===== config.mk =====
export PLATFORM = sky130hd
export DESIGN_NAME = bmp24_stream_decoder
export DESIGN_NICKNAME = d
export VERILOG_FILES = /design/src/hw/rtl/bmpdec_pkg.sv /design/src/hw/rtl/bmp24_stream_decoder.sv /design/src/hw/rtl/bmpdec_parser.sv
export SDC_FILE = /design/constraint.sdc
export NUM_CORES = 1
export LEC_CHECK = 0
export BUFFER_PORTS_ARGS = -buffer_cell sky130_fd_sc_hd__buf_2
export CAP_MARGIN = 15
export CORE_MARGIN = 5
export CORE_UTILIZATION = 45
export CTS_BUF_LIST = sky130_fd_sc_hd__clkbuf_16
export DETAILED_ROUTE_END_ITERATION = 8
export GPL_ROUTABILITY_DRIVEN = 0
export PLACE_DENSITY = 0.58
export SLEW_MARGIN = 10
export SYNTH_ARGS = -nofsm -noshare
export SYNTH_HDL_FRONTEND = slang
export SYNTH_HIERARCHICAL = 1
export SYNTH_SLANG_ARGS = --single-unit

===== constraint.sdc =====
create_clock -name clk_i -period 12.2 [get_ports clk_i]
set_input_delay 1.83 -clock clk_i [delete_from_list [all_inputs] [get_ports clk_i]]
set_output_delay 1.83 -clock clk_i [all_outputs]
set_load 0.05 [all_outputs]

===== src/hw/rtl/bmpdec_pkg.sv =====
// ----------------------------------------------------------------------------
// bmpdec_pkg
// Types and constants shared by the 24-bit BMP stream decoder modules.
// ----------------------------------------------------------------------------
package bmpdec_pkg;

  // Parser phase
  typedef enum logic [1:0] {
    PH_HEADER = 2'd0,
    PH_PIXELS = 2'd1,
    PH_PAD    = 2'd2,
    PH_DONE   = 2'd3
  } phase_e;

  // Result kinds
  localparam logic [1:0] KIND_HEADER = 2'd0;
  localparam logic [1:0] KIND_PIXEL  = 2'd1;
  localparam logic [1:0] KIND_DEPTH  = 2'd2;
  localparam logic [1:0] KIND_SIZE   = 2'd3;

  // Header byte positions of interest
  localparam logic [5:0] POS_MAGIC_B = 6'd0;
  localparam logic [5:0] POS_MAGIC_M = 6'd1;
  localparam logic [5:0] POS_COLS    = 6'd21;
  localparam logic [5:0] POS_ROWS    = 6'd25;
  localparam logic [5:0] POS_DEPTH   = 6'd29;
  localparam logic [5:0] POS_LAST    = 6'd53;

  localparam logic [7:0]  MAGIC_B   = 8'h42;
  localparam logic [7:0]  MAGIC_M   = 8'h4D;
  localparam logic [15:0] BMP_DEPTH = 16'd24;

  localparam int unsigned DIM_OUT_W = 13;
  localparam int unsigned IDX_W     = 24;

  // Input beat
  typedef struct packed {
    logic [7:0] data_byte;
    logic       file_start;
  } in_beat_t;

  // Result beat
  typedef struct packed {
    logic [1:0]           result_kind;
    logic                 magic_ok;
    logic [DIM_OUT_W-1:0] stored_rows;
    logic [DIM_OUT_W-1:0] stored_cols;
    logic [7:0]           red;
    logic [7:0]           green;
    logic [7:0]           blue;
    logic [IDX_W-1:0]     pixel_index;
    logic                 last_pixel;
  } out_beat_t;

endpackage


===== src/hw/rtl/bmp24_stream_decoder.sv =====
// ----------------------------------------------------------------------------
// bmp24_stream_decoder
// Byte-stream decoder for uncompressed 24-bit BMP files.
// ----------------------------------------------------------------------------
// Accepts one file byte per clock cycle and gives at most one result per
// byte: a header-info beat after header byte 53, an error beat for a bad depth
// or an oversize image, and one RGB pixel beat for each BGR triple. Each byte
// passes an input register and is parsed combinationally into the result
// register. The sustained rate is one byte per cycle; input stalls only
// while a result waits in the output register and the downstream side is
// not ready. pad_to_pow2 is sampled at header byte 53.
module bmp24_stream_decoder #(
  parameter int unsigned MAX_DIM = 4096
) (
  input  logic                  clk_i,
  input  logic                  rst_ni,
  input  logic                  in_valid_i,
  output logic                  in_ready_o,
  input  bmpdec_pkg::in_beat_t  in_data_i,
  output logic                  out_valid_o,
  input  logic                  out_ready_i,
  output bmpdec_pkg::out_beat_t out_data_o,
  input  logic                  cfg_valid_i,
  output logic                  cfg_ready_o,
  input  logic                  cfg_data_i
);
  import bmpdec_pkg::*;

  logic      pad_to_pow2_q;
  logic      in_valid_q;
  in_beat_t  in_q;
  logic      out_valid_q;
  out_beat_t out_q;
  logic      adv;
  logic      res_valid;
  out_beat_t res;

  // Parse when a byte is held and its result has somewhere to go
  assign adv         = in_valid_q && (!out_valid_q || out_ready_i || !res_valid);
  assign in_ready_o  = !in_valid_q || adv;
  assign cfg_ready_o = 1'b1;
  assign out_valid_o = out_valid_q;
  assign out_data_o  = out_q;

  // Configuration register
  always_ff @(posedge clk_i or negedge rst_ni) begin
    if (!rst_ni) begin
      pad_to_pow2_q <= 1'b0;
    end else if (cfg_valid_i && cfg_ready_o) begin
      pad_to_pow2_q <= cfg_data_i;
    end
  end

  // Input register
  always_ff @(posedge clk_i or negedge rst_ni) begin
    if (!rst_ni) begin
      in_valid_q <= 1'b0;
    end else if (in_ready_o) begin
      in_valid_q <= in_valid_i;
    end
  end

  always_ff @(posedge clk_i) begin
    if (in_ready_o && in_valid_i) begin
      in_q <= in_data_i;
    end
  end

  bmpdec_parser #(
    .MAX_DIM(MAX_DIM)
  ) u_parser (
    .clk_i        (clk_i),
    .rst_ni       (rst_ni),
    .adv_i        (adv),
    .beat_i       (in_q),
    .pad_to_pow2_i(pad_to_pow2_q),
    .res_valid_o  (res_valid),
    .res_o        (res)
  );

  // Result register: load a new beat, drop it once taken
  always_ff @(posedge clk_i or negedge rst_ni) begin
    if (!rst_ni) begin
      out_valid_q <= 1'b0;
    end else if (adv && res_valid) begin
      out_valid_q <= 1'b1;
    end else if (out_ready_i) begin
      out_valid_q <= 1'b0;
    end
  end

  always_ff @(posedge clk_i) begin
    if (adv && res_valid) begin
      out_q <= res;
    end
  end

endmodule


===== src/hw/rtl/bmpdec_parser.sv =====
// ----------------------------------------------------------------------------
// bmpdec_parser
// Per-byte BMP parser state and result logic; state advances on adv_i.
// ----------------------------------------------------------------------------
module bmpdec_parser #(
  parameter int unsigned MAX_DIM = 4096
) (
  input  logic                  clk_i,
  input  logic                  rst_ni,
  input  logic                  adv_i,
  input  bmpdec_pkg::in_beat_t  beat_i,
  input  logic                  pad_to_pow2_i,
  output logic                  res_valid_o,
  output bmpdec_pkg::out_beat_t res_o
);
  import bmpdec_pkg::*;

  localparam int unsigned DIM_W = $clog2(MAX_DIM + 1);
  localparam logic [31:0]    MAX_DIM_32 = 32'(MAX_DIM);
  localparam logic [DIM_W:0] MAX_DIM_C  = (DIM_W + 1)'(MAX_DIM);

  // Smallest power of two not below n; zero rounds to one
  function automatic logic [DIM_W:0] ceil_pow2(input logic [DIM_W-1:0] n);
    logic [DIM_W:0] m;
    int             s;
    m = {1'b0, n} - (DIM_W + 1)'(1);
    for (s = 1; s <= int'(DIM_W); s = s << 1) begin
      m = m | (m >> s);
    end
    if (n == '0) begin
      return (DIM_W + 1)'(1);
    end
    return m + (DIM_W + 1)'(1);
  endfunction

  phase_e           phase_q, phase_d;
  logic [5:0]       pos_q, pos_d;
  logic [31:0]      field_q, field_d;
  logic [DIM_W-1:0] cols_q, cols_d, rows_q, rows_d;
  logic             cols_over_q, cols_over_d, rows_over_q, rows_over_d;
  logic [DIM_W:0]   cols_ceil_q, rows_ceil_q;
  logic [DIM_W-1:0] pcols_q, pcols_d, prows_q, prows_d;
  logic             magic_q, magic_d;
  logic [1:0]       slot_q, slot_d;
  logic [15:0]      held_q, held_d;
  logic [DIM_W-1:0] colc_q, colc_d, rowc_q, rowc_d;
  logic [1:0]       padc_q, padc_d;
  logic [IDX_W-1:0] base_q, base_d;

  phase_e           cur_phase;
  logic [5:0]       cur_pos;
  logic [31:0]      shift_nx;
  logic [DIM_W-1:0] colc_nx, rowc_nx;
  logic [DIM_W-1:0] pcols_nx, prows_nx;
  logic             size_bad;

  // Next state and result for the byte at the parser input
  always_comb begin
    cur_phase = beat_i.file_start ? PH_HEADER : phase_q;
    cur_pos   = beat_i.file_start ? '0 : pos_q;
    shift_nx  = {beat_i.data_byte, field_q[31:8]};
    colc_nx   = colc_q + DIM_W'(1);
    rowc_nx   = rowc_q + DIM_W'(1);
    pcols_nx  = pad_to_pow2_i ? cols_ceil_q[DIM_W-1:0] : cols_q;
    prows_nx  = pad_to_pow2_i ? rows_ceil_q[DIM_W-1:0] : rows_q;
    size_bad  = cols_over_q || rows_over_q ||
                (pad_to_pow2_i && ((cols_ceil_q > MAX_DIM_C) || (rows_ceil_q > MAX_DIM_C)));

    phase_d     = cur_phase;
    pos_d       = pos_q;
    field_d     = field_q;
    cols_d      = cols_q;
    rows_d      = rows_q;
    cols_over_d = cols_over_q;
    rows_over_d = rows_over_q;
    pcols_d     = pcols_q;
    prows_d     = prows_q;
    magic_d     = magic_q;
    slot_d      = slot_q;
    held_d      = held_q;
    colc_d      = colc_q;
    rowc_d      = rowc_q;
    padc_d      = padc_q;
    base_d      = base_q;

    res_valid_o       = 1'b0;
    res_o             = '0;
    res_o.magic_ok    = magic_q;

    case (cur_phase)
      PH_HEADER: begin
        field_d = shift_nx;
        pos_d   = cur_pos + 6'd1;
        if (cur_pos == POS_MAGIC_B) begin
          magic_d = (beat_i.data_byte == MAGIC_B);
        end else if (cur_pos == POS_MAGIC_M) begin
          magic_d = magic_q && (beat_i.data_byte == MAGIC_M);
        end else if (cur_pos == POS_COLS) begin
          cols_d      = shift_nx[DIM_W-1:0];
          cols_over_d = (shift_nx > MAX_DIM_32);
        end else if (cur_pos == POS_ROWS) begin
          rows_d      = shift_nx[DIM_W-1:0];
          rows_over_d = (shift_nx > MAX_DIM_32);
        end else if (cur_pos == POS_DEPTH && shift_nx[31:16] != BMP_DEPTH) begin
          phase_d           = PH_DONE;
          res_valid_o       = 1'b1;
          res_o.result_kind = KIND_DEPTH;
        end else if (cur_pos == POS_LAST) begin
          res_valid_o = 1'b1;
          if (size_bad) begin
            phase_d           = PH_DONE;
            res_o.result_kind = KIND_SIZE;
          end else begin
            pcols_d           = pcols_nx;
            prows_d           = prows_nx;
            phase_d           = (cols_q == '0 || rows_q == '0) ? PH_DONE : PH_PIXELS;
            slot_d            = 2'd0;
            colc_d            = '0;
            rowc_d            = '0;
            base_d            = '0;
            res_o.result_kind = KIND_HEADER;
            res_o.stored_rows = DIM_OUT_W'(prows_nx);
            res_o.stored_cols = DIM_OUT_W'(pcols_nx);
          end
        end
      end
      PH_PAD: begin
        // drop one pad byte
        padc_d = padc_q - 2'd1;
        if (padc_q == 2'd1) begin
          phase_d = PH_PIXELS;
        end
      end
      PH_PIXELS: begin
        case (slot_q)
          2'd0: begin
            held_d[7:0] = beat_i.data_byte;
            slot_d      = 2'd1;
          end
          2'd1: begin
            held_d[15:8] = beat_i.data_byte;
            slot_d       = 2'd2;
          end
          default: begin
            slot_d            = 2'd0;
            res_valid_o       = 1'b1;
            res_o.result_kind = KIND_PIXEL;
            res_o.stored_rows = DIM_OUT_W'(prows_q);
            res_o.stored_cols = DIM_OUT_W'(pcols_q);
            res_o.red         = beat_i.data_byte;
            res_o.green       = held_q[15:8];
            res_o.blue        = held_q[7:0];
            res_o.pixel_index = base_q + IDX_W'(colc_q);
            colc_d            = colc_nx;
            if (colc_nx >= cols_q) begin
              if (rowc_nx >= rows_q) begin
                res_o.last_pixel = 1'b1;
                phase_d          = PH_DONE;
              end else begin
                rowc_d  = rowc_nx;
                base_d  = base_q + IDX_W'(pcols_q);
                colc_d  = '0;
                padc_d  = 2'(cols_q);
                phase_d = (2'(cols_q) != 2'd0) ? PH_PAD : PH_PIXELS;
              end
            end
          end
        endcase
      end
      default: begin
      end
    endcase
  end

  // Hold control state
  always_ff @(posedge clk_i or negedge rst_ni) begin
    if (!rst_ni) begin
      phase_q     <= PH_HEADER;
      pos_q       <= '0;
      cols_q      <= '0;
      rows_q      <= '0;
      cols_over_q <= 1'b0;
      rows_over_q <= 1'b0;
      pcols_q     <= '0;
      prows_q     <= '0;
      magic_q     <= 1'b0;
      slot_q      <= 2'd0;
      colc_q      <= '0;
      rowc_q      <= '0;
      padc_q      <= 2'd0;
      base_q      <= '0;
    end else if (adv_i) begin
      phase_q     <= phase_d;
      pos_q       <= pos_d;
      cols_q      <= cols_d;
      rows_q      <= rows_d;
      cols_over_q <= cols_over_d;
      rows_over_q <= rows_over_d;
      pcols_q     <= pcols_d;
      prows_q     <= prows_d;
      magic_q     <= magic_d;
      slot_q      <= slot_d;
      colc_q      <= colc_d;
      rowc_q      <= rowc_d;
      padc_q      <= padc_d;
      base_q      <= base_d;
    end
  end

  // Shift register, held color bytes and rounded dimensions
  always_ff @(posedge clk_i) begin
    if (adv_i) begin
      field_q <= field_d;
      held_q  <= held_d;
    end
    cols_ceil_q <= ceil_pow2(cols_q);
    rows_ceil_q <= ceil_pow2(rows_q);
  end

endmodule

# After elaboration in Yosys (flattened, before gate mapping)
# Index checks and enable logic that the tools add are counted.
# totals
reg_bits	283
latchBits	0
mem_bits_rw	0
romBits	0
input_bits	15
output_inout_bits	81
elab_cells	221
n_memories	0
# op_classes
addsub	10
n_mul	0
div_mod_pow	0
magnitude_cmp	5
n_eq_ne	22
shift	0
n_mux	95
bitwise	16
reduce_logical	40
# ops
operator	count
two-way mux 24 bit	10
two-way mux 13 bit	15
two-way mux 26 bit	7
two-way mux 75 bit	1
two-way mux 2 bit	31
two-way mux 14 bit	4
one-hot mux 13 bit (2 select lines)	2
one-hot mux 26 bit (2 select lines)	1
adder 24 x 13 -> 24 bit	2
one-hot mux 24 bit (2 select lines)	1
> comparator 32 x 13 -> 1 bit, second input constant	1
adder 14 x 1 -> 14 bit, second input constant	2
> comparator 14 x 13 -> 1 bit, second input constant	2
bitwise OR 14 x 10 -> 14 bit	2
bitwise OR 14 x 12 -> 14 bit	2
bitwise OR 14 x 13 -> 14 bit	2
bitwise OR 14 x 6 -> 14 bit	2
subtractor 13 x 1 -> 14 bit, second input constant	2
adder 13 x 1 -> 13 bit, second input constant	2
greater-or-equal comparator 13 bit	2
zero test 13 bit	2
equality test 6 x 5 -> 1 bit, second input constant	3
AND reduction 9 bit	2
equality test 8 x 7 -> 1 bit, second input constant	2
other kinds (30)	86

# Longest topological paths before layout
# Gate-level depths: netlist of the first run.
# logic_depth
word_depth	14
depth_mapped	17
mapped_depth_nobuf	14

# Modules after synthesis
# Netlist of the first run, hierarchy kept.
# by_module_without_submodules
module	n_inst	cells_per_inst	area_per_inst_um2	seq_area_each_um2
bmpdec_parser	1	1301	11629.9	4689.5
bmp24_stream_decoder	1	101	2766.4	2687.6

# Least setup slack after synthesis of the first run
# No wires, ideal clock.
# synth_path
kind	register to register
start	register in_q[0] (netlist name)
end	register out_q (netlist bit out_data_o[0]) (enable)
setup_time_ns	0.515
arrival_ns	5.212
t_required_ns	11.685
path_slack_ns	6.473
stages_incl_launch_ff	11
path_buffers	0
synth_period_minus_slack_ns	5.727
cell_sequence	edfxtp_1 > inv_1 > nand2_1 > inv_1 > ha_1 > or4b_1 > a31oi_1 > o21ai_0 > nand2_1 > nand2_1 > nor2_1
# synth_between
elab_chain_len	13
word_cells_on_any_way	22
cone_classes	eq/ne: 6; mux: 9; reduce/logical: 7
# synth_lines
element	line_no	source
start, declared	bmp24_stream_decoder.sv:31	in_beat_t in_q;
start signal, assigned	bmp24_stream_decoder.sv:65	in_q <= in_data_i;
two-way mux 6 bit	bmpdec_parser.sv:60	cur_pos = beat_i.file_start ? '0 : pos_q;
equality test 6 bit / equality test 6 x 5 -> 1 bit (equally long branches)	bmpdec_parser.sv:108, bmpdec_parser.sv:104	
two-way mux 1 bit / logical AND 1 bit (equally long branches)	bmpdec_parser.sv:108, bmpdec_parser.sv:104	
two-way mux 1 bit	bmpdec_parser.sv:104	end else if (cur_pos == POS_DEPTH && shift_nx[31:16] != BMP_DEPTH) begin
two-way mux 1 bit	bmpdec_parser.sv:101	end else if (cur_pos == POS_ROWS) begin
two-way mux 1 bit	bmpdec_parser.sv:98	end else if (cur_pos == POS_COLS) begin
two-way mux 1 bit	bmpdec_parser.sv:96	end else if (cur_pos == POS_MAGIC_M) begin
two-way mux 1 bit	bmpdec_parser.sv:94	if (cur_pos == POS_MAGIC_B) begin
one-hot mux 1 bit (2 select lines) (*)	bmpdec_parser.sv:90	case (cur_phase)
net res_valid	bmp24_stream_decoder.sv:35	logic res_valid;
zero test 1 bit	bmp24_stream_decoder.sv:39	assign adv = in_valid_q && (!out_valid_q || out_ready_i || !res_valid);
logical OR 1 bit	bmp24_stream_decoder.sv:39	
logical AND 1 bit	bmp24_stream_decoder.sv:39	
logical AND 1 bit (*)	bmp24_stream_decoder.sv:93	if (adv && res_valid) begin
end signal, assigned	bmp24_stream_decoder.sv:94	out_q <= res;
end, declared	bmp24_stream_decoder.sv:33	out_beat_t out_q;
# Mark *: on every way through the listed nets, which the timed path passes. The rest lies on a longest branch.
# A chain may end at the register's enable or synchronous reset.

# Worst setup path after layout of the first run
# layout_path
start	register in_q[0] (netlist name)
end	register u_parser.cols_q[2]
# layout_between
elab_chain_len	13
word_cells_on_any_way	24
cone_classes	eq/ne: 6; mux: 9; bitwise: 2; reduce/logical: 7
# layout_lines
element	line_no	source
two-way mux 6 bit	bmpdec_parser.sv:60	
equality test 6 bit / equality test 6 x 5 -> 1 bit (equally long branches)	bmpdec_parser.sv:108, bmpdec_parser.sv:104	
two-way mux 1 bit / logical AND 1 bit (equally long branches)	bmpdec_parser.sv:108, bmpdec_parser.sv:104	
two-way mux 1 bit	bmpdec_parser.sv:104	
two-way mux 1 bit	bmpdec_parser.sv:101	
two-way mux 1 bit	bmpdec_parser.sv:98	
two-way mux 1 bit	bmpdec_parser.sv:96	
two-way mux 1 bit	bmpdec_parser.sv:94	
one-hot mux 1 bit (2 select lines) (*)	bmpdec_parser.sv:90	
net res_valid	bmp24_stream_decoder.sv:35	
zero test 1 bit (*)	bmp24_stream_decoder.sv:39	
logical OR 1 bit (*)	bmp24_stream_decoder.sv:39	
logical AND 1 bit (*)	bmp24_stream_decoder.sv:39	
net adv	bmp24_stream_decoder.sv:34	logic adv;
AND reduction 5 bit (no line) (*)	-	
end signal, assigned	bmpdec_parser.sv:195	cols_q <= cols_d;
end, declared	bmpdec_parser.sv:39	logic [DIM_W-1:0] cols_q, cols_d, rows_q, rows_d;
# Marks and branches as above.

==> results of run 1 <==
[layer usage]
metal | wire [um] | part of all wire, % | track usage, % | up-vias
met5 | 0 | 0 | 0 | -
met4 | 889 | 2.5 | 4.877 | 0
met3 | 1841 | 5.1 | 2.673 | 62
met2 | 16450 | 46 | 31.68 | 301
met1 | 16930 | 47 | 28.57 | 5337
li1 | - | - | - | 5265
[registers in the layout (all words and copies together) (netlist names), 6 cells and up]
register and flops:
out_data_o 78, u_parser/base_q 24, u_parser/field_q 24, u_parser/held_q 16, u_parser/cols_ceil_q 14, u_parser/rows_ceil_q 14, u_parser/colc_q 13, u_parser/cols_q 13
u_parser/pcols_q 13, u_parser/prows_q 13, u_parser/rowc_q 13, u_parser/rows_q 13, in_q 9, u_parser/pos_q 6
[final timing paths]
path	start	to	slack, ns	cells past startpoint
hold / removal	u_parser/field_q[23]	u_parser/field_q[15]	0.46	0
min in group asynchronous	rst_ni	pad_to_pow2_q	1.38	1
setup reg to reg	in_q[0]	u_parser/cols_q[2]	6.94	15
hold reg to reg	u_parser/field_q[23]	u_parser/field_q[15]	0.46	0
setup / recovery	in_q[0]	u_parser/cols_q[2]	6.94	15
max in group asynchronous	rst_ni	u_parser/base_q[3]	9.46	2
[power by group through the flow]
stage	combinational, mW	sequential, mW	clock [mW]
final	0.189	1.04	0.923
after global routing	0.209	1.04	0.991
after CTS	0.190	1.04	0.947
after floorplan	0.126	1.05	0
after detailed placement	0.189	1.06	0
after global placement	0.186	1.06	0
[metrics by stage]
step / std cells / power, mW / hold WS (ns)
5_1_grt: 1896 / 2.244 / 0.4601
2_1_floorplan: 1402 / 1.181 / 0.4268
3_3_place_gp: 1838 / 1.242 / 0.4338
3_5_place_dp: 1838 / 1.246 / 0.4424
4_1_cts: 1896 / 2.176 / 0.4594
6_report: 1896 / 2.151 / 0.4586
[cell usage in the layout (no fill, tap or decap), types with 5 or more instances in the layout]
cell	n
a211oi_1	15
a21o_1	10
a21oi_1	42
a31oi_1	18
and3_1	53
buf_2	93
buf_4	15
clkbuf_16	31
clkinv_1	5
clkinv_2	6
dfrtp_1	120
dfxtp_1	28
edfxtp_1	127
ha_1	65
inv_1	53
mux2_2	30
mux2i_1	45
nand2_1	162
nand2b_1	21
nand3_1	46
nand4_1	9
nor2_1	86
nor2b_1	15
nor3_1	27
nor4_1	27
o211ai_1	8
o21a_1	7
o21ai_0	135
o31ai_1	21
or3_1	15
or4_1	6
xnor2_1	31
xor2_1	24
[cells by family after synthesis]
logic type,after synthesis,share of synthesized area [%]
fa+ha+maj,67,5.927
simple gates,494,16.95
buf+inv,121,3.372
mux,77,5.632
xor+xnor,55,3.346
other cells,1,0.02605
compound gates,312,13.51
flops,275,51.24
[cell type report]
class	count	area share, %
Sequential cell	275	45.55
Clock buffer	31	4.789
Multi-Input combinational cell	1006	40.42
Inverter	47	1.089
Timing Repair Buffer	108	3.569
Clock inverter	27	1.475
Tap cell	402	3.105
[worst max-delay path: stages (launching register included)]
cell      delay [ns]
edfxtp_1        0.57
inv_1           0.21
nand2_1         0.10
inv_1           0.10
ha_1            0.27
or4b_1          0.51
nor2_1          0.15
nor2_1          0.05
o21ai_0         0.19
nand2_1         0.20
a21boi_1        0.19
buf_4           0.21
nand2b_1        0.24
inv_1           0.83
nand4_1         0.78
mux2_2          0.52
==> flow_summary.yaml, run 1 <==
power_and_ir_drop:
  ir_drop_mv: 0.1113
  p_int_mw: 1.602
  leakage_nw: 6.964
  pwr-share-seq_pct: 48.3
  p_sw_share_pct: 25.50
  comb_power_share_pct: 8.8
  pwr_density_cell_nw_per_um2: 132.8
  p_clk_share_pct: 42.9
  p_switching_mw: 0.5485
clock_tree:
  cts_sinks: 275
  htree_levels: 1
  clkLatencyLatePin_ns: 0.57
  numCtsBuffers: 31
  clkTransAtPathRegs_ns: 0.06
  cts_resized: 0
  cts_tree: "done"
  cts_hold_buf: 0
  post_cts.repair.setup_buffers: 0
  cts-root-buf: "clkbuf_16"
  clock_path_buffers: 3
placed_design:
  dp_worst_setup_slack_ns: 6.928
  dpl_cell_area_um2: 15180
  portBuffers: 94
  place_hpwl_um: 25270
logic_synthesis:
  yosysUniqueCellTypes: 81
  async_reset_ff_share_pct: 43.64
  synth_nets: 1484
  synth_commonest_cells: "nand2_1, o21ai_0, edfxtp_1"
  synth_edf_count: 127
  yosysTopAreaCellShare_pct: 26.49
  synth_warnings: 6
  syn_area_per_cell_um2: 10.27
  synth_area_leader_cell: "edfxtp_1"
  ys_seq_area_share_pct: 51.24
  synth_area_um2: 14400
  ys_seq_elements: 275
  synth_top_cells_by_area: "edfxtp_1, dfrtp_1, ha_1, o21ai_0, nand2_1"
  synth_ff_type: "edfxtp_1"
  synthCells: 1402
  synth_most_common_cell: "nand2_1"
sta:
  period_minus_slack_ns: 5.262
  worst_pin_slew_ns: 1.071
  clock_skew_ns: 0.01850
  finalSetupTns_ns: 0
  fmaxAchievable_mhz: 190.0
  setup_violations: 0
  max_slew_margin_pct: 28.43
  rsz0062_at_grt: "false"
  hold_viol: 0
  worst_slack_ns: 6.938
  slew_viol_final: 0
  period_share_pct: 43.13
route:
  routed_wl_um: 36100
  ant_nets: 0
  routedWlPerCell_um: 19.04
  drc_errors: 0
  drtIter0Drc: 784
  firstDrtPassIters: 5
  vias_per_cell: 5.783
  vias: 10965
finish:
  fillers: 2873
  postLayoutCoreUtil_pct: 51.33
  seqCellArea_um2: 7377
  fin_area_um2: 16200
  drive_above_1_share_pct: 13.65
  diodes: 0
  fin_nets: 1551
  multi_input_area_um2: 6548
  area_delta_synth_final_pct: 12.51
global_routing:
  antenna_found_initial: 0
  grt_pass1_wl_um: 57410
  grt_pass1_vias: 10389
  grt_max_degree: 64
  grt_usage_pct: 19.73
  grt_overflow_total: 0
setup_path:
  arrival_ns: 5.70
  start_kind: "register"
  critPathMaxFanout: 30
  crit_type: "reg2reg"
  worstSetupEndpointType: "register"
  required_ns: 12.64
floorplanning:
  io-pin-count: 96
  die_y_um: 188.9
  fp-row-count: 65
  fp.dieW_um: 188.9
  start_util_pct: 45.62
  coreArea_um2: 31560
  dieArea_um2: 35670
job:
  drv_cap: 0
worst_hold_path:
  hp-class: "reg2reg"
status:
  status: "complete, no violations"
Note: power is estimated with default switching activity, not from simulation.
==> inputs of run 2 (changes only) <==
ABC_AREA = 1   (was not set)
PLACE_DENSITY = 0.6   (was 0.58)
clock period = 4.3 ns   (was 12.2 ns; I/O delays follow)
==> flow_summary.yaml, run 2 <==
power_and_ir_drop:
  pwr-share-seq_pct: 46.0
  ir_drop_mv: 0.2923
  p_int_mw: 4.661
  comb_power_share_pct: 13.9
  pwr_density_cell_nw_per_um2: 380.9
  finalPower_mw: 6.461
  p_switching_mw: 1.800
  p_clk_share_pct: 40.1
  p_sw_share_pct: 27.86
  leakage_nw: 7.930
sta:
  rsz0062_at_grt: "false"
  clock_skew_ns: 0.01134
  period_minus_slack_ns: 3.784
  fmaxAchievable_mhz: 264.3
  max_slew_margin_pct: 45.54
  setup_violations: 0
  finalSetupTns_ns: 0
  worst_pin_slew_ns: 0.8139
  period_share_pct: 88.00
  slew_viol_final: 0
  hold_viol: 0
clock_tree:
  clock_path_buffers: 3
  numCtsBuffers: 31
  cts_sinks: 275
  clkLatencyLatePin_ns: 0.57
  cts-root-buf: "clkbuf_16"
  cts_resized: 0
  cts_tree: "done"
  htree_levels: 1
  clkTransAtPathRegs_ns: 0.06
floorplanning:
  fp-row-count: 67
  die_y_um: 192.9
  io-pin-count: 96
  dieArea_um2: 37220
  start_util_pct: 45.25
  fp.dieW_um: 192.9
  coreArea_um2: 33280
global_routing:
  grt_overflow_total: 0
  grt_max_degree: 58
  antenna_found_initial: 0
  grt_pass1_wl_um: 60720
  grt_pass1_vias: 11838
  grt_usage_pct: 20.18
route:
  vias_per_cell: 5.163
  drc_errors: 0
  routedWlPerCell_um: 15.72
  firstDrtPassIters: 5
  vias: 12458
  drtIter0Drc: 881
  ant_nets: 0
  routed_wl_um: 37940
logic_synthesis:
  synthCells: 1848
  synth_top_cells_by_area: "edfxtp_1, dfrtp_1, nand2_1, o21ai_0, ha_1"
  yosysTopAreaCellShare_pct: 25.32
  syn_area_per_cell_um2: 8.149
  ys_seq_area_share_pct: 48.99
  synth_area_leader_cell: "edfxtp_1"
  ys_seq_elements: 275
  synth_ff_type: "edfxtp_1"
  synth_commonest_cells: "nand2_1, inv_1, nor2_1"
  async_reset_ff_share_pct: 43.64
  synth_most_common_cell: "nand2_1"
  yosysUniqueCellTypes: 53
  synth_nets: 1930
  synth_edf_count: 127
  synth_warnings: 6
  synth_area_um2: 15060
setup_path:
  crit_type: "reg2reg"
  arrival_ns: 4.28
  worstSetupEndpointType: "register"
  r2r_cells: 19
  start_kind: "register"
  reg2reg_setup_slack_ns: 0.52
  reg2reg_from: "u_parser/rowc_q[0]"
  critPathMaxFanout: 37
  required_ns: 4.80
  worstReg2RegEnd: "u_parser/base_q[5]"
finish:
  final_common_cell: "nand2_1"
  fin_nets: 2022
  drive_above_1_share_pct: 10.69
  largest_reg_flops: 78
  diodes: 0
  area_delta_synth_final_pct: 12.65
  mostFrequentLayoutCells: "nand2_1, inv_1, nor2_1"
job:
  drv_cap: 0
placed_design:
  place_hpwl_um: 28220
  portBuffers: 94
status:
  status: "complete, no violations"
worst_hold_path:
  hp-class: "in2async"
run 2: cell count changes in the layout (fill, tap and decap cells not counted), moves of 21 or more:
cell      previous run  this run
a21oi_1             42        73
and3_1              53         1
inv_1               53       210
mux2_2              30         0
mux2i_1             45         0
nand2_1            162       511
nand2b_1            21         0
nand3_1             46       119
nor2_1              86       192
o21ai_0            135       163
xnor2_1             31         6
run 2: how the worst max path moves through the flow:
| stage | endpoint | from | cells after the start | slack (ns) |
|---|---|---|---|---|
| 6_report | u_parser/base_q[5] | u_parser/rowc_q[0] | 19 | 0.52 |
| 5_1_grt | u_parser/rowc_q[5] | u_parser/rowc_q[0] | 19 | 0.05 |
| 4_1_cts | u_parser/base_q[5] | u_parser/rowc_q[0] | 19 | 0.44 |
| 3_5_place_dp | u_parser/rowc_q[12] | u_parser/rowc_q[0] | 19 | 0.46 |
| 3_3_place_gp | u_parser/base_q[13] | u_parser/rowc_q[0] | 19 | 0.63 |
| 2_1_floorplan | out_data_o[0] | in_q[0] | 9 | 0.65 |
run 2: final cells by class:
| class | count | area (um^2) |
|---|---|---|
| timing repair buffer | 109 | 598.1 |
| clock inverter | 27 | 227.7 |
| multi-input combinational | 1314 | 6639 |
| tap | 448 | 560.5 |
| inverter | 209 | 785.8 |
| clock buffer | 31 | 775.7 |
| fill | 3190 | 16320 |
| sequential | 275 | 7377 |
run 2: power groups by stage:
stage | sequential (mW) | combinational, mW | clock, mW
CTS | 2.97 | 0.895 | 2.67
detailed placement | 3.02 | 0.891 | 0
floorplan | 3.02 | 0.666 | 0
finish | 2.97 | 0.897 | 2.59
global placement | 3.02 | 0.880 | 0
global route | 2.98 | 1.01 | 2.76
run 2: critical path, cell delays in order (launching register included):
cell	delay, ns
dfrtp_1	0.45
ha_1	0.22
nand2_1	0.10
nor2_1	0.17
nand4_1	0.13
nor2_1	0.22
nand3_1	0.12
xor2_1	0.20
inv_1	0.07
ha_1	0.31
nand4_1	0.11
nor3_1	0.17
nand2_1	0.08
nand2_1	0.06
nor2_1	0.08
a21oi_2	0.52
nor2_4	0.14
nand2_4	0.36
nand2_1	0.11
nand2_1	0.07
run 2: timing repair:
item	CTS	global route
hold buffers	0	0
endpoints found under the setup margin	0	37
hold endpoints to repair	0	0
buffers inserted	0	1
run 2: metrics by stage:
stage / instance area, um^2 / util, % / setup slack (ns) / std cells / hold slack, ns
after floorplan: 15060 / - / 0.6458 / 1848 / 0.3494
after global placement: 15950 / 47.93 / 0.6320 / 2354 / 0.4293
after detailed placement: 15950 / 47.93 / 0.4588 / 2354 / 0.4350
after CTS: 16960 / 50.95 / 0.4434 / 2412 / 0.1689
after global routing: 16960 / 50.97 / 0.04623 / 2413 / 0.2162
final: 16960 / 50.97 / 0.5162 / 2413 / 0.1562
run 2: kinds of logic (layout without fill, tap and decap cells):
family | Yosys count | in the layout | synth area share (%)
AO/OA/AOI/OAI | 264 | 264 | 9.173
flip-flops | 275 | 275 | 48.99
adder cells (fa/ha/maj) | 67 | 67 | 5.666
XOR/XNOR | 33 | 33 | 1.919
other | 1 | 1 | 0.02490
buffers and inverters | 259 | 376 | 6.929
AND/OR/NAND/NOR | 949 | 949 | 27.30
run 2: layer usage:
layer / part of all wire [%] / wire, um / vias to the layer above / GRT usage, %
li1: - / - / 6246 / -
met1: 45 / 16970 / 5808 / 27.79
met2: 46 / 17520 / 326 / 33.18
met3: 5.7 / 2144 / 78 / 2.845
met4: 3.4 / 1307 / 0 / 6.509
met5: 0 / 0 / - / 0
==> inputs of run 3 (changes only) <==
ABC_AREA = not set   (was 1)
CORE_UTILIZATION = 38   (was 45)
PLACE_DENSITY = 0.52   (was 0.6)
==> flow_summary.yaml, run 3 (synthesized netlist as in run 1, its figures left out) <==
status:
  status: "complete, no violations"
route:
  vias_per_cell: 5.363
  ant_nets: 0
  routed_wl_um: 37940
  firstDrtPassIters: 6
  drc_errors: 0
  routedWlPerCell_um: 18.72
  vias: 10870
  drtIter0Drc: 692
sta:
  fmaxAchievable_mhz: 248.4
  clock_skew_ns: 0.01258
  period_minus_slack_ns: 4.025
  worst_pin_slew_ns: 0.9506
  worst_slack_ns: 0.2747
  worst_hold_slack_ns: 0.1034
  slew_viol_final: 0
  rsz0062_at_grt: "false"
  max_slew_margin_pct: 36.47
  period_share_pct: 93.61
  finalSetupTns_ns: 0
  hold_viol: 0
  setup_violations: 0
setup_path:
  required_ns: 4.71
  start_kind: "register"
  arrival_ns: 4.44
  endpoint: "u_parser/cols_ceil_q[6]"
  slowest_stage: "or4b_2"
  crit_path_cell_trace: "inv_1 -> ha_2 -> or4b_2 -> xnor2_1 -> or3_1 -> a21oi_1 -> and3_1 -> nand2_1 -> ha_1 -> and3_1 -> and3_1 -> o21ai_0 -> a31oi_1"
  critical_path.max_stage_delay_ns: 0.71
  crit_path_start: "u_parser/cols_q[1]"
  reg2reg_from: "u_parser/cols_q[1]"
  cp.depth: 13
  worstSetupEndpointType: "register"
  reg2reg_setup_slack_ns: 0.27
  crit_path_frequent_cell: "and3_1"
  r2r_cells: 13
  critPathMaxFanout: 13
  worst-path-buf-inv: 1
  cp_top_family: "simple AND/OR/NAND/NOR gates"
  crit_type: "reg2reg"
  worstReg2RegEnd: "u_parser/cols_ceil_q[6]"
global_routing:
  grt_max_degree: 86
  grt_usage_pct: 18.07
  antenna_found_initial: 0
  grt_pass1_vias: 10750
  grt_overflow_total: 0
  grt_pass1_wl_um: 60400
finish:
  postLayoutCoreUtil_pct: 44.22
  diodes: 0
  mostFrequentLayoutCells: "nand2_1, o21ai_0, edfxtp_1"
  final_common_cell: "nand2_1"
  area_delta_synth_final_pct: 15.42
  fin_nets: 1573
  instances_no_fill: 2027
  largest_reg_flops: 78
  fin_area_um2: 16620
  drive_above_1_share_pct: 15.11
clock_tree:
  numCtsBuffers: 34
  clock_path_buffers: 3
  clkLatencyLatePin_ns: 0.53
  cts-root-buf: "clkbuf_16"
  cts_sinks: 275
  cts_tree: "done"
  post_cts.repair.setup_buffers: 0
  htree_levels: 2
  clkTransAtPathRegs_ns: 0.06
floorplanning:
  start_util_pct: 38.31
  die_y_um: 204.6
  fp-row-count: 71
  fp.dieW_um: 204.6
  dieArea_um2: 41880
  io-pin-count: 96
  coreArea_um2: 37580
placed_design:
  place_hpwl_um: 27130
  portBuffers: 94
  place_inst: 1966
  dp_worst_setup_slack_ns: 0.2219
  dpl_cell_area_um2: 15490
power_and_ir_drop:
  leakage_nw: 7.104
  finalPower_mw: 6.398
  pwr_density_cell_nw_per_um2: 385.1
  ir_drop_mv: 0.3803
worst_hold_path:
  hp-class: "in2async"
job:
  drv_cap: 0
==> run 3: layout make-up <==
cell class / count / area, um^2
fill: 3556 / 20960
inverter: 47 / 176.4
tap: 511 / 639.4
timing repair buffer: 127 / 745.7
clock buffer: 35 / 875.8
sequential: 275 / 7377
clock inverter: 26 / 235.2
multi-input combinational: 1006 / 6566
==> run 3: how the worst min path moves through the flow <==
stage	slack, ns	endpoint	cells past startpoint	start
2_1_floorplan	0.35	in_valid_q	0	rst_ni
3_5_place_dp	0.44	u_parser/field_q[15]	0	u_parser/field_q[23]
3_3_place_gp	0.44	u_parser/field_q[18]	0	u_parser/field_q[26]
4_1_cts	0.10	u_parser/magic_q	1	rst_ni
6_report	0.10	u_parser/magic_q	1	rst_ni
5_1_grt	0.12	u_parser/magic_q	1	rst_ni
==> run 3: report_power, final <==
part | internal (mW) | switching, mW
Combinational | 0.186 | 0.410
Clock | 1.72 | 1.13
Sequential | 2.84 | 0.102
==> run 3: what timing repair did <==
item,4_1_cts,5_1_grt
endpoints found under the setup margin,0,15
hold buffers,0,0
gates resized for setup,0,4
==> run 3: metal layers <==
layer / GRT usage (%) / wire, um / vias up
met5: 0 / 0 / -
met1: 25.37 / 18150 / 5327
met3: 3.372 / 1515 / 43
met2: 29.07 / 17450 / 201
met4: 4.499 / 819 / 0
li1: - / - / 5299
